`config.mk`:
```
export PLATFORM = sky130hd
export DESIGN_NAME = double_ended_queue_flat
export DESIGN_NICKNAME = d
export VERILOG_FILES = /design/src/rtl/core/dq_pkg.sv /design/src/rtl/core/dq_in_if.sv /design/src/rtl/core/dq_out_if.sv /design/src/rtl/core/dq_ctrl.sv /design/src/rtl/core/dq_dpath.sv /design/src/rtl/core/double_ended_queue.sv /design/src/flat_wrapper.sv
export VERILOG_INCLUDE_DIRS = /design/src /design/src/rtl/core
export SDC_FILE = /design/constraint.sdc
export NUM_CORES = 1
export LEC_CHECK = 0
export BUFFER_PORTS_ARGS = -buffer_cell sky130_fd_sc_hd__buf_2
export CORE_MARGIN = 10
export CORE_UTILIZATION = 62
export CTS_BUF_LIST = sky130_fd_sc_hd__clkbuf_16
export CTS_CLUSTER_DIAMETER = 40
export DETAILED_ROUTE_END_ITERATION = 12
export GPL_TIMING_DRIVEN = 0
export MAX_ROUTING_LAYER = met4
export PLACE_DENSITY = 0.78
export SYNTH_ARGS = -nofsm -noshare
export SYNTH_HDL_FRONTEND = slang
export SYNTH_SLANG_ARGS = --single-unit
```
`constraint.sdc`:
```
create_clock -name clk -period 4.65 [get_ports clk]
set_clock_uncertainty 0.1 [all_clocks]
set_input_delay 0 -clock clk [delete_from_list [all_inputs] [get_ports clk]]
set_output_delay 0 -clock clk [all_outputs]
set_load 0.005 [all_outputs]
```
`src/rtl/core/double_ended_queue_assert.svh`:
```
// assertion macros for the double-ended queue
// used by dq_ctrl and dq_dpath; no other dependencies
`ifndef DOUBLE_ENDED_QUEUE_ASSERT_SVH
`define DOUBLE_ENDED_QUEUE_ASSERT_SVH
`ifndef SYNTH
`define DQ_ASSERT(lbl, clk, rstn, prop, msg) \
  lbl: assert property (@(posedge clk) disable iff (!(rstn)) (prop)) else $error(msg);
`define DQ_ASSERT_NEXT(lbl, clk, rstn, ante, cons, msg) \
  lbl: assert property (@(posedge clk) disable iff (!(rstn)) (ante) |=> (cons)) \
    else $error(msg);
`else
`define DQ_ASSERT(lbl, clk, rstn, prop, msg)
`define DQ_ASSERT_NEXT(lbl, clk, rstn, ante, cons, msg)
`endif
`endif

```
`src/rtl/core/dq_pkg.sv`:
```
// shared types and constants for the double-ended queue
// no dependencies
`timescale 1ns / 1ps
`default_nettype none
package dq_pkg;
  localparam int DEPTH_DEF = 16;
  localparam int DATA_W = 32;
  localparam int REQ_W = 2;
  localparam int STAT_W = 2;

  typedef enum logic [REQ_W-1:0] {
    REQ_PUSH_FRONT = 2'd0,
    REQ_PUSH_REAR  = 2'd1,
    REQ_POP_FRONT  = 2'd2,
    REQ_POP_REAR   = 2'd3
  } req_t;

  typedef enum logic [STAT_W-1:0] {
    ST_OK        = 2'd0,
    ST_UNDERFLOW = 2'd1,
    ST_OVERFLOW  = 2'd2
  } stat_t;

  typedef struct packed {
    logic latch;
    logic exec;
  } cmd_t;
endpackage
`default_nettype wire

```
`src/rtl/core/dq_in_if.sv`:
```
// request channel of the double-ended queue
// depends on dq_pkg
`timescale 1ns / 1ps
`default_nettype none
interface dq_in_if;
  logic valid;
  logic ready;
  logic [dq_pkg::REQ_W-1:0] req_type;
  logic signed [dq_pkg::DATA_W-1:0] push_value;

  modport source (output valid, output req_type, output push_value, input ready);
  modport sink (input valid, input req_type, input push_value, output ready);
endinterface
`default_nettype wire

```
`src/rtl/core/dq_out_if.sv`:
```
// result channel of the double-ended queue
// depends on dq_pkg
`timescale 1ns / 1ps
`default_nettype none
interface dq_out_if #(
  parameter int CNT_W = $clog2(dq_pkg::DEPTH_DEF + 1)
);
  logic valid;
  logic ready;
  logic signed [dq_pkg::DATA_W-1:0] pop_value;
  logic [dq_pkg::STAT_W-1:0] status;
  logic [CNT_W-1:0] entries;

  modport source (output valid, output pop_value, output status, output entries,
                  input ready);
  modport sink (input valid, input pop_value, input status, input entries,
                output ready);
endinterface
`default_nettype wire

```
`src/rtl/core/dq_ctrl.sv`:
```
// controller of the double-ended queue: sequences latch, execute and result beat
// depends on dq_pkg and double_ended_queue_assert.svh
`timescale 1ns / 1ps
`default_nettype none
`include "double_ended_queue_assert.svh"
module dq_ctrl (
  input  logic         clk,
  input  logic         rst_n,
  input  logic         in_valid,
  output logic         in_ready,
  output logic         out_valid,
  input  logic         out_ready,
  output dq_pkg::cmd_t cmd
);
  typedef enum logic [2:0] {
    S_IDLE = 3'b001,
    S_EXEC = 3'b010,
    S_OUT  = 3'b100
  } state_t;

  state_t state_r, state_nxt;

  always_comb begin
    state_nxt = state_r;
    case (state_r)
      S_IDLE: begin
        if (in_valid) state_nxt = S_EXEC;
      end
      S_EXEC: state_nxt = S_OUT;
      S_OUT: begin
        if (out_ready) state_nxt = S_IDLE;
      end
      default: state_nxt = S_IDLE;
    endcase
  end

  always_ff @(posedge clk) begin
    if (!rst_n) begin
      state_r <= S_IDLE;
    end else begin
      state_r <= state_nxt;
    end
  end

  assign in_ready  = (state_r == S_IDLE);
  assign out_valid = (state_r == S_OUT);
  assign cmd.latch = in_ready && in_valid;
  assign cmd.exec  = (state_r == S_EXEC);

  `DQ_ASSERT(a_no_overlap, clk, rst_n, !(in_ready && out_valid), "request and result overlap")
  `DQ_ASSERT_NEXT(a_accept_exec, clk, rst_n, in_valid && in_ready, cmd.exec, "accepted beat not executed")
endmodule
`default_nettype wire

```
`src/rtl/core/dq_dpath.sv`:
```
// datapath of the double-ended queue: ring store, front pointer, count, result registers
// depends on dq_pkg and double_ended_queue_assert.svh
`timescale 1ns / 1ps
`default_nettype none
`include "double_ended_queue_assert.svh"
module dq_dpath #(
  parameter int DEPTH = dq_pkg::DEPTH_DEF,
  parameter int IDX_W = $clog2(DEPTH),
  parameter int CNT_W = $clog2(DEPTH + 1)
) (
  input  logic                             clk,
  input  logic                             rst_n,
  input  dq_pkg::cmd_t                     cmd,
  input  logic [dq_pkg::REQ_W-1:0]         req_type,
  input  logic signed [dq_pkg::DATA_W-1:0] push_value,
  output logic signed [dq_pkg::DATA_W-1:0] pop_value,
  output logic [dq_pkg::STAT_W-1:0]        status,
  output logic [CNT_W-1:0]                 entries
);
  localparam int SUM_W = CNT_W + 1;
  localparam logic [SUM_W-1:0] DEPTH_S = SUM_W'(DEPTH);

  logic [dq_pkg::DATA_W-1:0] mem [DEPTH];
  logic [dq_pkg::DATA_W-1:0] rd_r;
  dq_pkg::req_t              req_r;
  logic [dq_pkg::DATA_W-1:0] val_r;
  logic [IDX_W-1:0]          front_r, front_nxt;
  logic [CNT_W-1:0]          cnt_r, cnt_nxt;
  dq_pkg::stat_t             stat_r, stat_nxt;
  logic                      pop_ok_r, pop_ok_nxt;

  logic             is_push, full, empty;
  logic             wr_en, rd_en;
  logic [IDX_W-1:0] wr_addr, rd_addr;
  logic [IDX_W-1:0] front_dec, front_inc, rear_push, rear_pop;
  logic [SUM_W-1:0] sum_push, sum_pop, sum_inc;

  assign is_push = req_r inside {dq_pkg::REQ_PUSH_FRONT, dq_pkg::REQ_PUSH_REAR};
  assign full    = (cnt_r == CNT_W'(DEPTH));
  assign empty   = (cnt_r == '0);

  // ring index arithmetic, sums stay below twice the depth
  assign front_dec = (front_r == '0) ? IDX_W'(DEPTH - 1) : front_r - 1'b1;
  assign sum_inc   = SUM_W'(front_r) + 1'b1;
  assign front_inc = (sum_inc >= DEPTH_S) ? IDX_W'(sum_inc - DEPTH_S) : IDX_W'(sum_inc);
  assign sum_push  = SUM_W'(front_r) + SUM_W'(cnt_r);
  assign rear_push = (sum_push >= DEPTH_S) ? IDX_W'(sum_push - DEPTH_S) : IDX_W'(sum_push);
  assign sum_pop   = sum_push - 1'b1;
  assign rear_pop  = (sum_pop >= DEPTH_S) ? IDX_W'(sum_pop - DEPTH_S) : IDX_W'(sum_pop);

  always_comb begin
    front_nxt  = front_r;
    cnt_nxt    = cnt_r;
    stat_nxt   = dq_pkg::ST_OK;
    pop_ok_nxt = 1'b0;
    wr_en      = 1'b0;
    rd_en      = 1'b0;
    wr_addr    = rear_push;
    rd_addr    = front_r;
    if (is_push && full) begin
      stat_nxt = dq_pkg::ST_OVERFLOW;
    end else if (!is_push && empty) begin
      stat_nxt = dq_pkg::ST_UNDERFLOW;
    end else begin
      case (req_r)
        dq_pkg::REQ_PUSH_FRONT: begin
          wr_en     = 1'b1;
          wr_addr   = front_dec;
          front_nxt = front_dec;
          cnt_nxt   = cnt_r + 1'b1;
        end
        dq_pkg::REQ_PUSH_REAR: begin
          wr_en   = 1'b1;
          wr_addr = rear_push;
          cnt_nxt = cnt_r + 1'b1;
        end
        dq_pkg::REQ_POP_FRONT: begin
          rd_en      = 1'b1;
          rd_addr    = front_r;
          front_nxt  = front_inc;
          cnt_nxt    = cnt_r - 1'b1;
          pop_ok_nxt = 1'b1;
        end
        dq_pkg::REQ_POP_REAR: begin
          rd_en      = 1'b1;
          rd_addr    = rear_pop;
          cnt_nxt    = cnt_r - 1'b1;
          pop_ok_nxt = 1'b1;
        end
        default: begin
          cnt_nxt = cnt_r;
        end
      endcase
    end
  end

  always_ff @(posedge clk) begin
    if (cmd.latch) begin
      req_r <= dq_pkg::req_t'(req_type);
      val_r <= push_value;
    end
  end

  always_ff @(posedge clk) begin
    if (cmd.exec && wr_en) begin
      mem[wr_addr] <= val_r;
    end
    if (cmd.exec && rd_en) begin
      rd_r <= mem[rd_addr];
    end
  end

  always_ff @(posedge clk) begin
    if (!rst_n) begin
      front_r  <= '0;
      cnt_r    <= '0;
      stat_r   <= dq_pkg::ST_OK;
      pop_ok_r <= 1'b0;
    end else if (cmd.exec) begin
      front_r  <= front_nxt;
      cnt_r    <= cnt_nxt;
      stat_r   <= stat_nxt;
      pop_ok_r <= pop_ok_nxt;
    end
  end

  assign pop_value = pop_ok_r ? $signed(rd_r) : '0;
  assign status    = stat_r;
  assign entries   = cnt_r;

  `DQ_ASSERT(a_cnt_bound, clk, rst_n, cnt_r <= CNT_W'(DEPTH), "count above depth")
  `DQ_ASSERT_NEXT(a_cnt_hold, clk, rst_n, !cmd.exec, $stable(cnt_r) && $stable(front_r), "pointers moved without a request")
  `DQ_ASSERT_NEXT(a_overflow, clk, rst_n, cmd.exec && is_push && full, stat_r == dq_pkg::ST_OVERFLOW && $stable(cnt_r), "full push not dropped")
endmodule
`default_nettype wire

```
`src/rtl/core/double_ended_queue.sv`:
```
// double-ended queue top level: one result beat for each request beat
// an accepted request is executed and then offered as a result; a new request is accepted
// only after the result is taken, set by the latch/execute/result sequence
// around the ring store
// reset: synchronous active-low, empties the queue and sets the front pointer to zero
`timescale 1ns / 1ps
`default_nettype none
module double_ended_queue #(
  parameter int DEPTH = dq_pkg::DEPTH_DEF
) (
  input logic      clk,
  input logic      rst_n,
  dq_in_if.sink    in_ch,
  dq_out_if.source out_ch
);
  localparam int IDX_W = $clog2(DEPTH);
  localparam int CNT_W = $clog2(DEPTH + 1);

  dq_pkg::cmd_t cmd;

  dq_ctrl u_ctrl (
    .clk       (clk),
    .rst_n     (rst_n),
    .in_valid  (in_ch.valid),
    .in_ready  (in_ch.ready),
    .out_valid (out_ch.valid),
    .out_ready (out_ch.ready),
    .cmd       (cmd)
  );

  dq_dpath #(
    .DEPTH (DEPTH),
    .IDX_W (IDX_W),
    .CNT_W (CNT_W)
  ) u_dpath (
    .clk        (clk),
    .rst_n      (rst_n),
    .cmd        (cmd),
    .req_type   (in_ch.req_type),
    .push_value (in_ch.push_value),
    .pop_value  (out_ch.pop_value),
    .status     (out_ch.status),
    .entries    (out_ch.entries)
  );
endmodule
`default_nettype wire
```
`src/flat_wrapper.sv`:
```
// flat-port wrapper written by rule: the top's interface ports become plain ports
module double_ended_queue_flat 
#(
  parameter int DEPTH = dq_pkg::DEPTH_DEF
)
  (clk, rst_n, in_ch_valid, in_ch_req_type, in_ch_push_value, in_ch_ready, out_ch_valid, out_ch_pop_value, out_ch_status, out_ch_entries, out_ch_ready);
  dq_in_if in_ch_i ();
  dq_out_if out_ch_i ();
  input logic clk;
  input logic rst_n;
  input wire logic [$bits(in_ch_i.valid)-1:0] in_ch_valid;
  input wire logic [$bits(in_ch_i.req_type)-1:0] in_ch_req_type;
  input wire logic [$bits(in_ch_i.push_value)-1:0] in_ch_push_value;
  output wire logic [$bits(in_ch_i.ready)-1:0] in_ch_ready;
  output wire logic [$bits(out_ch_i.valid)-1:0] out_ch_valid;
  output wire logic [$bits(out_ch_i.pop_value)-1:0] out_ch_pop_value;
  output wire logic [$bits(out_ch_i.status)-1:0] out_ch_status;
  output wire logic [$bits(out_ch_i.entries)-1:0] out_ch_entries;
  input wire logic [$bits(out_ch_i.ready)-1:0] out_ch_ready;
  assign in_ch_i.valid = in_ch_valid;
  assign in_ch_i.req_type = in_ch_req_type;
  assign in_ch_i.push_value = in_ch_push_value;
  assign in_ch_ready = in_ch_i.ready;
  assign out_ch_valid = out_ch_i.valid;
  assign out_ch_pop_value = out_ch_i.pop_value;
  assign out_ch_status = out_ch_i.status;
  assign out_ch_entries = out_ch_i.entries;
  assign out_ch_i.ready = out_ch_ready;
  double_ended_queue #(.DEPTH(DEPTH)) u_core (.clk(clk), .rst_n(rst_n), .in_ch(in_ch_i), .out_ch(out_ch_i));
endmodule
```
==> results.yml <==
outcome:
  status: "finished, final reports clean"
setup_path:
  startpoint_type: "register"
  crit_slowest_cell: "a2111oi_0"
  reg2reg_slack_ps: 160
  cp_cell_sequence: "ha_1 -> fa_1 -> inv_1 -> ha_1 -> xnor3_1 -> nor2_1 -> mux2i_4 -> clkbuf_1 -> a211oi_1 -> a2111oi_0 -> mux2_2"
  worstRegToRegCells: 11
  critPathRequiredTime_ps: 4990
  crit_cells: 11
  r2r_end: "u_core.u_dpath.rd_r[15]"
  cp.arrival_ps: 4830
  reg2reg_from: "u_core.u_dpath.entries[0]"
  cp_num_buf_inv: 2
  critical-path-max-stage-delay_ps: 810
  crit_family: "adder cells"
  endpoint_kind: "register"
  critPathKind: "reg -> reg"
  cp_common_cell: "ha_1"
  worstPathMaxFanout: 10
clock_network:
  h-tree-depth: 3
  cts_tree: "yes"
  clock_latency_ps: 590
  path_clk_slew_ps: 60
  clockRootBuffer: "clkbuf_16"
  cts_buffers: 69
  clock_sinks: 593
  cts_setup_buffers: 0
  clockBufferDepth: 3
min_path:
  hold_class: "in -> reg"
  hold_end: "u_core.u_dpath.val_r[5]"
  whs_path_depth: 2
  min_from: "in_ch_push_value[5]"
drt:
  dr.pass1.iters: 5
  routed_wirelength_um: 68400
  drc: 0
  num_vias: 15200
  ant_nets: 0
  post_drt_wl_per_cell_um: 31.0
  drt_iter0_markers: 2589
  via_per_inst: 6.91
final_layout:
  final_cells: 2204
  drive_gt1_share_pct: 17.0
  fin_util_pct: 73.9
  fin_area_um2: 27800
  most-common-layout-cells: "edfxtp_1, and3_1, a211oi_1"
  mostFrequentLayoutCell: "edfxtp_1"
  area_growth_pct: 17.8
  nets: 1692
timing:
  fmax_mhz: 223
  fin_crit_sh_pct: 96.5
  relSlewSlack_pct: 22.4
  timing.setup.tns_ps: 0
  tightestPinTransition_ps: 1160
  worst_slack_ps: 161
  rsz0062_at_grt: "no"
  drv_slew: 0
  hold_viol: 0
  whs_ps: 17.3
  setup_viol: 0
  period_minus_slack_ps: 4490
place:
  post_dp_cell_area_um2: 25200
  place_hpwl_um: 40900
  dp.cells: 2045
  portBuffers: 78
  place_congestion: 0.892
  dp_slack_ps: -340
synthesis:
  ys_async_sr_fraction_pct: 0
  synth_enable_flop_cells: 578
  synth.yosys.warnings: 0
  synth_flop_cell: "edfxtp_1"
  netlist_instances: 1438
  syn_nets: 1487
  syn_area_um2: 23600
  synth_area_per_cell_um2: 16.4
  yosysSeqAreaShare_pct: 74.7
  ys_ff_latch: 593
  synth_cell_types: 46
global_routing:
  grt_pass1_vias: 15200
  overflow: 0
  antenna_found_initial: 1
  grt_pass1_wl_um: 99800
  grt_max_degree: 26
  track_usage_pct: 30.0
die:
  coreArea_um2: 37700
  fp.dieH_um: 215
  io_pins: 79
  rows: 71
  die-area_um2: 46300
  die_w_um: 215
  start_util_pct: 62.8
pwr:
  leakage_nw: 9.35
  p_per_area_nw_per_um2: 422
  p_total_mw: 11.7
  peakVddDrop_uv: 329
flow_run:
  drv_cap: 0
## synth_stat cells, types with 8 or more instances
cell	instances	area, µm²
a211oi_1	193	1450
clkbuf_1	81	304
dfxtp_1	15	300
nor2_1	26	97.6
edfxtp_1	578	17400
and3_1	194	1210
xnor2_1	8	70.1
ha_1	9	113
a21oi_1	9	45.0
nand2_1	18	67.6
o21ai_0	9	45.0
mux2_2	35	394
mux2i_1	66	661
inv_1	8	30.0
and2_1	40	250
nor2b_1	8	50.1
buf_2	16	80.1
a2111oi_0	64	561
## flip-flops by register name, summed over array words and instances, names as in the netlist
| name | cells |
|---|---|
| u_core.u_dpath.front_r | 4 |
| u_core.u_dpath.rd_r | 32 |
| u_core.u_dpath.entries | 5 |
| u_core.u_dpath.req_r | 2 |
| u_core.u_ctrl.state_r | 3 |
| u_core.u_dpath.pop_ok_r | 1 |
| u_core.u_dpath.val_r | 32 |
| u_core.u_dpath.mem | 512 |
| u_core.u_dpath.status | 2 |
## where the power goes
group,internal (mW),switching (mW),total [mW]
Sequential,5.92,0.0849,6.00
Combinational,0.169,0.310,0.479
Clock,3.12,2.13,5.25
## how the worst max path moves through the flow
| stage | slack, ps | startpoint | end |
|---|---|---|---|
| 3_5_place_dp | -340 | u_core.u_dpath.entries[0] | u_core.u_dpath.rd_r[15] |
| 3_3_place_gp | -1090 | u_core.u_dpath.entries[1] | u_core.u_dpath.mem[8][28] |
| 6_report | 160 | u_core.u_dpath.entries[0] | u_core.u_dpath.rd_r[15] |
| 5_1_grt | 40 | u_core.u_dpath.entries[0] | u_core.u_dpath.rd_r[15] |
| 2_1_floorplan | 830 | u_core.u_dpath.entries[1] | u_core.u_dpath.mem[14][0] |
| 4_1_cts | 8 | u_core.u_dpath.entries[0] | u_core.u_dpath.rd_r[9] |
## final cells by class
class,count,area (µm²)
fill,2172,9830
inverter,8,30.0
antenna,1,2.50
clock inverter,49,432
tap,511,639
clock buffer,71,1780
multi-input combinational,728,5640
sequential,593,17700
timing repair buffer,134,1180
buffer,109,483
## metal layers
layer  vias up  track usage, %  wire length (µm)
met5         -               -                 0
met4         0            15.3              3350
met3       227            7.92              9170
met2      1344            44.1             31300
met1      7414            38.1             24500
li1       6243               -                 -
## worst register-to-register path, delay by kind of cell (launching register included)
kind	cells	cell delay, ps
AOI/OAI and AO/OA	2	930
muxes	2	760
and+or+nand+nor	1	100
DFF	1	370
adders and majority gates	3	990
buffers and inverters	2	670
xor gates and xnor gates	1	440
## timing repair
action	CTS	global route
endpoints found under the hold margin	49	0
setup endpoints to repair	26	15
hold buffers	38	0
gates resized for setup	7	16
## cells by family (layout without fill, tap and decap cells)
| family | Yosys count | in the layout | synth area share, % |
|---|---|---|---|
| compound gates | 295 | 295 | 9.61 |
| xor+xnor | 13 | 13 | 0.656 |
| flops | 593 | 593 | 74.7 |
| mux | 103 | 103 | 4.58 |
| simple gates | 306 | 306 | 7.68 |
| buf+inv | 117 | 371 | 2.13 |
| other cells | 0 | 1 | 0 |
| fa+ha+maj | 11 | 11 | 0.646 |
(Power assumes the default switching activity.)
